`src/design/two_class_priority_list_top_macros.svh`:
```
// Assertion macros used by the top level of the two-class priority list design.
`ifndef TWO_CLASS_PRIORITY_LIST_TOP_MACROS_SVH
`define TWO_CLASS_PRIORITY_LIST_TOP_MACROS_SVH
`ifndef SYNTHESIS
`define TCPL_ASSERT_IMPL(label, clk, rst, ante, cons) \
  label: assert property (@(posedge clk) disable iff (rst) (ante) |-> (cons)) \
    else $error("tcpl assertion failed");
`define TCPL_ASSERT_NEXT(label, clk, rst, ante, cons) \
  label: assert property (@(posedge clk) disable iff (rst) (ante) |=> (cons)) \
    else $error("tcpl assertion failed");
`else
`define TCPL_ASSERT_IMPL(label, clk, rst, ante, cons)
`define TCPL_ASSERT_NEXT(label, clk, rst, ante, cons)
`endif
`endif

```
`src/design/tcpl_pkg.sv`:
```
// Types and codes of the two-class priority list.
`timescale 1ns / 1ps
package tcpl_pkg;

  localparam logic [1:0] KIND_INSERT = 2'd0;
  localparam logic [1:0] KIND_DELETE = 2'd1;
  localparam logic [1:0] KIND_LIST   = 2'd2;

  localparam logic [2:0] ST_INSERTED = 3'd0;
  localparam logic [2:0] ST_DELETED  = 3'd1;
  localparam logic [2:0] ST_NOTFOUND = 3'd2;
  localparam logic [2:0] ST_EMPTY    = 3'd3;
  localparam logic [2:0] ST_FULL     = 3'd4;
  localparam logic [2:0] ST_ENTRY    = 3'd5;

  typedef struct packed {
    logic [1:0]  kind;
    logic [31:0] patient_id;
    logic [6:0]  age;
    logic        urgent;
  } cmd_t;

  typedef struct packed {
    logic [2:0]  status;
    logic [31:0] out_id;
    logic [6:0]  out_age;
    logic        out_urgent;
    logic        last;
  } res_t;

  typedef struct packed {
    logic [31:0] id;
    logic [6:0]  age;
    logic        urg;
  } entry_t;

endpackage

```
`src/design/tcpl_store.sv`:
```
// Entry memory: one write port, one read port with registered read data.
`timescale 1ns / 1ps
module tcpl_store
  import tcpl_pkg::*;
#(
  parameter int DEPTH = 32,
  parameter int AW = $clog2(DEPTH)
) (
  input  logic          clk,
  input  logic          we,
  input  logic [AW-1:0] waddr,
  input  entry_t        wdata,
  input  logic          re,
  input  logic [AW-1:0] raddr,
  output entry_t        rdata
);

  entry_t mem [DEPTH];

  always_ff @(posedge clk) begin
    if (we) begin
      mem[waddr] <= wdata;
    end
  end

  always_ff @(posedge clk) begin
    if (re) begin
      rdata <= mem[raddr];
    end
  end

endmodule

```
`src/design/two_class_priority_list_top.sv`:
```
// Top level of the two-class priority list: command sequencer and entry memory.
//
// Usage: a command (insert, delete by id, list all) is a transfer on cmd at a
// rising edge where start is high and busy is low. Results come back on result,
// each valid for exactly one cycle while result_valid is high; the receiver
// cannot stall, so every result must be taken when shown. The final result of
// a command carries last = 1.
// Urgent entries form a prefix of the list, tracked by an urgent count, so an
// insert position is known at once. Command handling, one port each way:
//   insert at the tail (normal, or urgent with no normal entries): written
//   from idle, busy stays low; insert ahead of normal entries: each is moved
//   up a slot from the tail down (S_INS), then the entry is written (S_INS_FIN);
//   delete or list: the memory is walked one entry per cycle through its
//   single read port, shifting down behind a match; full insert, empty delete,
//   empty list: answered from idle. Worst case is set by the read port.
// Reset (rst, synchronous) empties the list; stored entries are not cleared,
// only entries below the count are ever read. Kind three is ignored.
`timescale 1ns / 1ps
`include "two_class_priority_list_top_macros.svh"
module two_class_priority_list_top
  import tcpl_pkg::*;
#(
  parameter int CAPACITY = 32
) (
  input  logic clk,
  input  logic rst,
  input  logic start,
  output logic busy,
  input  cmd_t cmd,
  output logic result_valid,
  output res_t result
);

  localparam int AW = $clog2(CAPACITY);
  localparam int CW = $clog2(CAPACITY + 1);
  localparam logic [CW-1:0] CAP = CW'(CAPACITY);
  localparam logic [CW-1:0] ONE = CW'(1);

  typedef enum logic [4:0] {
    S_IDLE    = 5'b00001,
    S_INS     = 5'b00010,
    S_INS_FIN = 5'b00100,
    S_DEL     = 5'b01000,
    S_LIST    = 5'b10000
  } state_t;

  state_t state, state_next;
  logic [CW-1:0] count, count_next;
  logic [CW-1:0] ucount, ucount_next;
  logic [CW-1:0] pos, pos_next;
  logic [CW-1:0] ra, ra_next;
  logic [CW-1:0] rd_idx;
  logic          issuing, issuing_next;
  logic          rd_pend;
  logic          found, found_next;
  entry_t        gone, gone_next;
  cmd_t          cmd_q;
  res_t          result_next;
  logic          result_valid_next;

  // Memory port signals.
  logic          we, re;
  logic [AW-1:0] waddr, raddr;
  entry_t        wdata, rdata;

  logic          accept;
  logic [CW-1:0] ins_pos;
  logic [CW-1:0] last_idx;
  logic [CW-1:0] rd_up, rd_down;
  logic          hit;
  logic          known_kind;
  entry_t        del_entry;

  tcpl_store #(.DEPTH(CAPACITY)) u_store (
    .clk   (clk),
    .we    (we),
    .waddr (waddr),
    .wdata (wdata),
    .re    (re),
    .raddr (raddr),
    .rdata (rdata)
  );

  assign busy     = (state != S_IDLE);
  assign accept   = start && !busy;
  // Urgent entries occupy the head, so an urgent insert lands right after them.
  assign ins_pos  = cmd.urgent ? ucount : count;
  assign last_idx = count - ONE;
  assign rd_up    = rd_idx + ONE;
  assign rd_down  = rd_idx - ONE;
  assign hit      = (rdata.id == cmd_q.patient_id);
  assign del_entry = found ? gone : rdata;
  // Only the three named kinds produce results; the fourth is ignored.
  assign known_kind = (cmd.kind == KIND_INSERT) || (cmd.kind == KIND_DELETE) ||
                      (cmd.kind == KIND_LIST);

  always_comb begin
    state_next        = state;
    count_next        = count;
    ucount_next       = ucount;
    pos_next          = pos;
    ra_next           = ra;
    issuing_next      = issuing;
    found_next        = found;
    gone_next         = gone;
    result_next       = '0;
    result_valid_next = 1'b0;
    we                = 1'b0;
    waddr             = '0;
    wdata             = rdata;
    re                = 1'b0;
    raddr             = ra[AW-1:0];

    case (state)
      S_IDLE: begin
        if (accept) begin
          case (cmd.kind)
            KIND_INSERT: begin
              if (count == CAP) begin
                result_valid_next  = 1'b1;
                result_next.status = ST_FULL;
                result_next.last   = 1'b1;
              end else if (ins_pos == count) begin
                // Nothing to move: write straight at the tail.
                we                 = 1'b1;
                waddr              = count[AW-1:0];
                wdata              = '{id: cmd.patient_id, age: cmd.age, urg: cmd.urgent};
                count_next         = count + ONE;
                ucount_next        = ucount + CW'(cmd.urgent);
                result_valid_next  = 1'b1;
                result_next.status = ST_INSERTED;
                result_next.last   = 1'b1;
              end else begin
                pos_next     = ins_pos;
                ra_next      = last_idx;
                issuing_next = 1'b1;
                state_next   = S_INS;
              end
            end
            KIND_DELETE, KIND_LIST: begin
              if (count == '0) begin
                result_valid_next  = 1'b1;
                result_next.status = ST_EMPTY;
                result_next.last   = 1'b1;
              end else begin
                ra_next      = '0;
                issuing_next = 1'b1;
                found_next   = 1'b0;
                state_next   = (cmd.kind == KIND_DELETE) ? S_DEL : S_LIST;
              end
            end
            default: begin
            end
          endcase
        end
      end

      S_INS: begin
        // Walk down from the tail, each entry being written one slot higher from
        // its registered read data.
        if (issuing) begin
          re = 1'b1;
          if (ra == pos) begin
            issuing_next = 1'b0;
          end else begin
            ra_next = ra - ONE;
          end
        end
        if (rd_pend) begin
          we    = 1'b1;
          waddr = rd_up[AW-1:0];
          wdata = rdata;
          if (rd_idx == pos) begin
            state_next = S_INS_FIN;
          end
        end
      end

      S_INS_FIN: begin
        we                 = 1'b1;
        waddr              = pos[AW-1:0];
        wdata              = '{id: cmd_q.patient_id, age: cmd_q.age, urg: cmd_q.urgent};
        count_next         = count + ONE;
        ucount_next        = ucount + CW'(cmd_q.urgent);
        result_valid_next  = 1'b1;
        result_next.status = ST_INSERTED;
        result_next.last   = 1'b1;
        state_next         = S_IDLE;
      end

      S_DEL: begin
        // One pass: search for the first match, then every later entry is
        // written back one slot lower as it is read.
        if (issuing) begin
          re = 1'b1;
          if (ra == last_idx) begin
            issuing_next = 1'b0;
          end
          ra_next = ra + ONE;
        end
        if (rd_pend) begin
          if (!found) begin
            if (hit) begin
              found_next = 1'b1;
              gone_next  = rdata;
            end
          end else begin
            we    = 1'b1;
            waddr = rd_down[AW-1:0];
            wdata = rdata;
          end
          if (rd_idx == last_idx) begin
            state_next        = S_IDLE;
            result_valid_next = 1'b1;
            result_next.last  = 1'b1;
            if (found || hit) begin
              result_next.status     = ST_DELETED;
              result_next.out_id     = del_entry.id;
              result_next.out_age    = del_entry.age;
              result_next.out_urgent = del_entry.urg;
              count_next             = count - ONE;
              ucount_next            = ucount - CW'(del_entry.urg);
            end else begin
              result_next.status = ST_NOTFOUND;
            end
          end
        end
      end

      S_LIST: begin
        if (issuing) begin
          re = 1'b1;
          if (ra == last_idx) begin
            issuing_next = 1'b0;
          end
          ra_next = ra + ONE;
        end
        if (rd_pend) begin
          result_valid_next      = 1'b1;
          result_next.status     = ST_ENTRY;
          result_next.out_id     = rdata.id;
          result_next.out_age    = rdata.age;
          result_next.out_urgent = rdata.urg;
          result_next.last       = (rd_idx == last_idx);
          if (rd_idx == last_idx) begin
            state_next = S_IDLE;
          end
        end
      end

      default: begin
        state_next = S_IDLE;
      end
    endcase
  end

  always_ff @(posedge clk) begin
    if (rst) begin
      state        <= S_IDLE;
      count        <= '0;
      ucount       <= '0;
      issuing      <= 1'b0;
      rd_pend      <= 1'b0;
      found        <= 1'b0;
      result_valid <= 1'b0;
    end else begin
      state        <= state_next;
      count        <= count_next;
      ucount       <= ucount_next;
      issuing      <= issuing_next;
      rd_pend      <= re;
      found        <= found_next;
      result_valid <= result_valid_next;
    end
  end

  always_ff @(posedge clk) begin
    pos    <= pos_next;
    ra     <= ra_next;
    rd_idx <= ra;
    gone   <= gone_next;
    result <= result_next;
    if (accept) begin
      cmd_q <= cmd;
    end
  end

  `TCPL_ASSERT_IMPL(a_ucount_le_count, clk, rst, 1'b1, ucount <= count)
  `TCPL_ASSERT_IMPL(a_count_le_cap, clk, rst, 1'b1, count <= CAP)
  `TCPL_ASSERT_NEXT(a_cmd_answered, clk, rst, accept && known_kind, busy || result_valid)
  `TCPL_ASSERT_IMPL(a_last_ends_busy, clk, rst, result_valid, result.last != busy)

endmodule

```
`config.mk`:
```
export PLATFORM = sky130hd
export DESIGN_NAME = two_class_priority_list_top
export DESIGN_NICKNAME = d
export VERILOG_FILES = /design/src/design/tcpl_pkg.sv /design/src/design/tcpl_store.sv /design/src/design/two_class_priority_list_top.sv
export VERILOG_INCLUDE_DIRS = /design/src /design/src/design
export SDC_FILE = /design/constraint.sdc
export NUM_CORES = 1
export LEC_CHECK = 0
export BUFFER_PORTS_ARGS = -buffer_cell sky130_fd_sc_hd__buf_2
export CAP_MARGIN = 0
export CORE_UTILIZATION = 30
export DETAILED_ROUTE_END_ITERATION = 8
export GPL_TIMING_DRIVEN = 0
export PLACE_DENSITY = 0.55
export SLEW_MARGIN = 20
export SYNTH_ARGS = -nofsm -noshare
export SYNTH_HDL_FRONTEND = slang
export SYNTH_SLANG_ARGS = --single-unit
```
`constraint.sdc`:
```
create_clock -name clk -period 14.43 [get_ports clk]
set_input_delay 0 -clock clk [delete_from_list [all_inputs] [get_ports clk]]
set_output_delay 0 -clock clk [all_outputs]
set_load 0.01 [all_outputs]
```
### Word-level counts from Yosys, hierarchy flattened

Memory sizes are Yosys's and may differ from the RTL's. A register that Yosys moved wholly into a read port is not among the register bits.
Cells that the tools add are included.

* flip-flop bits (word level): 163
* bits in writable memories: 1280
* bits of input ports: 45
* output and inout bits: 46
* logic and storage cells: 186
* memories: 1

* add/subtract/negate cells: 9
* eq/ne operators: 35
* muxes and demuxes: 99
* bitwise gates (word level): 3
* reduce and logical (&&, ||, !) cells: 18

Memory list
* u_store.mem: depth 32, width 40, read ports 1, clocked after memory_dff 1, write ports 1, line tcpl_store.sv:18 `entry_t mem [DEPTH];`

Operator list (count)
* 40-bit two-way mux: 6
* 40-bit one-hot mux with 2 select lines: 2
* 44-bit two-way mux: 3
* 6-bit two-way mux: 22
* 5-bit two-way mux: 16
* 6-bit one-hot mux with 3 select lines: 3
* 32-bit == test: 1
* 6-bit == test: 5
* 1-bit two-way mux: 30
* 2-bit inequality test (second input constant): 12
* 5-bit one-hot mux with 4 select lines: 1
* 9-bit AND reduction: 2
* 5-bit one-hot mux with 3 select lines: 1
* 6-bit by 1-bit adder with 6-bit output: 2
* 6-bit by 1-bit adder with 6-bit output (second input constant): 2
* 1-bit one-hot mux with 4 select lines: 3
* 6-bit one-hot mux with 2 select lines: 1
* 6-bit by 1-bit subtractor with 6-bit output (second input constant): 2
* 5-bit one-hot mux with 2 select lines: 1
* 5-bit AND reduction: 2
* 3-bit inequality test (second input constant): 3
* 3-bit one-hot mux with 3 select lines: 1
* 2-bit by 1-bit inequality test with 1-bit output (second input constant): 4
* 8-bit AND reduction: 1
* 30 further kinds: 38

### Depth between registers and ports, before layout

* word-level depth: 9
* depth in mapped cells: 13

### Hierarchy

Synthesis repeated with hierarchy kept, for this count alone.

* cell total of the unflattened synthesis: 3523
* area total of the unflattened synthesis: 58775.1 um^2

By module, submodules not included
* tcpl_store: instances 1, cells each 2813, area each 50965.1 um^2
* two_class_priority_list_top: instances 1, cells each 710, area each 7810.0 um^2

### Worst setup path after synthesis

No wires, ideal clock.

* kind: register to register
* start point: register count[0]
* end point: memory u_store.mem[0][0] (netlist bit) (enable)
* setup time: 538 ps
* arrival time: 6198 ps
* required time: 13892 ps
* setup slack: 7694 ps
* stages on the path, launching flop included: 11
* path buffers: 2
* clock period less this slack: 6736 ps
* cells stage by stage: dfxtp_1 > clkbuf_1 > inv_1 > ha_1 > or4b_1 > o211a_1 > and3_1 > clkbuf_1 > a22oi_1 > nand2_1 > nor4_1

* word-level cells in the longest chain between the ends: 9
* elaborated cells between the ends (all ways): 15

RTL lines
* start, declared: line two_class_priority_list_top.sv:48 `logic [CW-1:0] count, count_next;`
* start signal, assigned: line two_class_priority_list_top.sv:268 `count <= count_next;`
* 6-bit two-way mux: line two_class_priority_list_top.sv:87 `assign ins_pos = cmd.urgent ? ucount : count;`
* 6-bit == test: line two_class_priority_list_top.sv:123 `end else if (ins_pos == count) begin`
* 1-bit two-way mux: line two_class_priority_list_top.sv:123
* 1-bit two-way mux: line two_class_priority_list_top.sv:119 `if (count == CAP) begin`
* 1-bit two-way mux: line two_class_priority_list_top.sv:117 `case (cmd.kind)`
* 1-bit two-way mux: line two_class_priority_list_top.sv:116 `if (accept) begin`
* 1-bit one-hot mux with 4 select lines: line two_class_priority_list_top.sv:114 `case (state)`
* 1-bit two-way mux: line tcpl_store.sv:21 `if (we) begin`
* 1-bit two-way mux (not written as such): line tcpl_store.sv:22 `mem[waddr] <= wdata;`
* end, declared: line tcpl_store.sv:18

Several ways; a longest one is shown, not always the timed one.

### Worst setup path after layout

* start point: register count[0]
* end point: memory u_store.mem[10][20] (netlist bit) (enable)

Same word-level chain as after synthesis.

==> flow_metrics.py <==
metrics = {
    "status": {
        "status": "finished, final reports clean",
    },
    "timing": {
        "max_freq_mhz": 176,
        "period_minus_slack_ns": 5.68,
        "slew_headroom_pct": 15.9,
        "min_period_over_period_pct": 39.4,
        "clock_skew_ns": 0.0467,
        "worst_slew_pin_slew_ns": 1.26,
        "hold_slack_ns": 0.0382,
        "timing.final.ws_setup_ns": 8.75,
        "finalSetupViolations": 0,
        "hold_viol_final": 0,
        "tns_ns": 0,
        "slew_viol_final": 0,
        "rsz0062_at_grt": "false",
    },
    "finish": {
        "seq_area_um2": 43800,
        "n_fill_cell": 17400,
        "layout.nets": 3309,
        "multi_input_comb_area_um2": 13500,
        "finish.utilization_pct": 36.5,
        "final_cell_mix": "edfxtp_1, mux4_2, buf_4",
        "final_common_cell": "edfxtp_1",
        "drive_gt1_share_pct": 33.4,
        "area_delta_synth_final_pct": 20.5,
    },
    "clock_tree": {
        "cts_resized": 0,
        "clockRootBuffer": "clkbuf_16",
        "clkSinkCount": 1483,
        "path_clk_slew_ns": 0.06,
        "hold_buffers": 77,
        "clock_latency_ns": 0.80,
        "post_cts_buffers": 0,
        "tritoncts": "done",
        "clock_path_buffers": 3,
        "cts_buffers": 158,
        "h-tree-depth": 4,
    },
    "grt": {
        "grt_pass1_wl_um": 238000,
        "grt_max_degree": 34,
        "grt_pass1_vias": 30200,
        "antenna_found_initial": 1,
        "grt_overflow_total": 0,
        "grt_usage_pct": 17.6,
    },
    "critical_path": {
        "cpMaxStageDelayCell": "nor4_2",
        "crit_type": "reg2reg",
        "crit_cells": 17,
        "required_ns": 14.91,
        "arrival_ns": 6.16,
        "cpLargestDelayFamily": "buffers and inverters",
        "critPathMaxFanout": 10,
        "critPathCaptureType": "register",
        "worstPathCellList": "clkbuf_1 > inv_1 > ha_1 > or4b_1 > o211a_1 > and3_1 > clkbuf_1 > a22oi_1 > and2_1 > clkbuf_1 > nor4_2 > buf_2 > buf_2 > buf_4 > buf_2 > buf_4 > buf_2",
        "slowest_delay_ns": 0.71,
        "reg2regPathDepth": 17,
        "startpoint_type": "register",
        "path_common_cell": "buf_2",
        "path_buf_inv": 10,
    },
    "die": {
        "num_rows": 160,
        "core_um2": 191000,
        "fp.dieW_um": 441,
        "start_util_pct": 30.3,
        "io_pins": 91,
        "die_h_um": 441,
        "die-area_um2": 194000,
    },
    "synthesis": {
        "async_reset_ff_share_pct": 0,
        "yosys.area.top_type_share_pct": 73.5,
        "yosysSeqAreaShare_pct": 75.9,
        "yosysUniqueCellTypes": 75,
        "synth_edf_count": 1412,
        "ys_warn_count": 0,
        "syn_avg_cell_area_um2": 21.8,
        "syn_area_um2": 57700,
        "synth_largest_area_cell": "edfxtp_1",
        "ys_ff_latch": 1483,
        "syn_inst": 2649,
        "synth_ff_type": "edfxtp_1",
        "synth_area_leaders": "edfxtp_1, mux4_2, dfxtp_1",
        "synth_fp_nets": 2713,
    },
    "routing": {
        "drc_errors": 0,
        "drt_wl_total_um": 171000,
        "drtIter0Drc": 3965,
        "ant_nets": 0,
        "first_pass_iters": 8,
        "wire_per_inst_um": 29.1,
        "dr_total_vias": 30300,
        "via_per_inst": 5.14,
    },
    "hold_path": {
        "hold_path.class": "in2reg",
        "hold_depth": 2,
    },
    "pwr": {
        "power.leakage_uw": 0.0226,
        "ir_worst_vdd_uv": 120,
        "power_density_nw_per_um2": 135,
    },
    "place": {
        "place_ws_ns": 8.93,
        "portBuffers": 90,
        "gp_congestion": 0.811,
        "dp_hpwl_um": 119000,
    },
    "job": {
        "cap_violations": 0,
    },
}
synthesized netlist by cell type (4+ instances only):
library cell     n
edfxtp_1      1412
a21oi_1         12
xnor2_1         66
o21ai_0         19
o21ai_1          4
or3_1            4
inv_1           26
mux2i_1          4
mux4_2         400
o32ai_1          4
nand3_1         14
mux2_1           5
nor2b_1          4
nor4_1           9
xor2_1           8
dfxtp_1         71
and3_1           4
nand3b_1         4
a21o_1           8
nand4_1         18
nand2_1        117
and2_1           4
ha_1            17
o22ai_1          4
nor3b_1          4
a22oi_1         42
o31ai_1          6
o211ai_1         6
mux2_2          42
nor3_1          39
nor2_1          25
a22o_1          41
nand2b_1         5
xnor3_1          4
buf_1           24
clkbuf_1       114
final timing paths:
check | start | to | slack, ns
worst min register to register | ra[4]$_DFFE_PP_ | rd_idx[4]$_DFF_P_ | 0.41
worst min-delay path | cmd[4] | cmd_q[4]$_DFFE_PN_ | 0.04
worst max register to register | count[0]$_SDFFE_PP0P_ | u_store.mem[10][20]$_DFFE_PP_ | 8.75
worst max-delay path | count[0]$_SDFFE_PP0P_ | u_store.mem[10][20]$_DFFE_PP_ | 8.75
where the power goes:
| part | switching, µW | total [µW] | internal [µW] |
|---|---|---|---|
| sequential | 18.0 | 4780 | 4770 |
| combinational | 407 | 682 | 275 |
| clock | 1710 | 3950 | 2240 |
registers in the layout, summed over array words and instances, names as in the netlist, 5 cells and up:
register and count:
u_store.mem 1280, result 44, cmd_q 40, gone 40, u_store.rdata 40, count 6
pos 6, ra 6, rd_idx 6, ucount 6, state 5
logic make-up (layout without fill, tap and decap cells):
family | Yosys count | after routing | synth area share, %
xor+xnor | 78 | 78 | 1.28
mux | 451 | 451 | 16.6
simple gates | 270 | 270 | 2.31
fa+ha+maj | 19 | 19 | 0.438
compound gates | 180 | 180 | 2.37
buf+inv | 168 | 891 | 1.10
other cells | 0 | 3 | 0
flops | 1483 | 1483 | 75.9
through the flow:
| stage | std cells | instance area, µm² | power [µW] |
|---|---|---|---|
| after floorplan | 2649 | 57700 | 5280 |
| after global placement | 5250 | 61300 | 5530 |
| after detailed placement | 5518 | 63700 | 5540 |
| after CTS | 5882 | 69500 | 9480 |
| after global routing | 5885 | 69600 | 9670 |
| final | 5886 | 69600 | 9420 |
cell type report:
cell class	instances	area share (%)
timing repair buffer	436	4.88
tap	2511	4.52
inverter	27	0.149
antenna	3	0.0108
clock buffer	205	6.13
sequential	1483	63.0
clock inverter	82	1.11
multi-input combinational	998	19.4
buffer	141	0.861
per-layer routing:
| metal | up-vias | share of wire [%] | global-route usage [%] |
|---|---|---|---|
| li1 | 12400 | - | - |
| met5 | - | 0.12 | 0 |
| met4 | 2 | 3.3 | 6.18 |
| met3 | 219 | 7.3 | 3.08 |
| met2 | 1344 | 48 | 28.0 |
| met1 | 16300 | 41 | 24.2 |
Note: power is estimated with default switching activity, not from simulation.
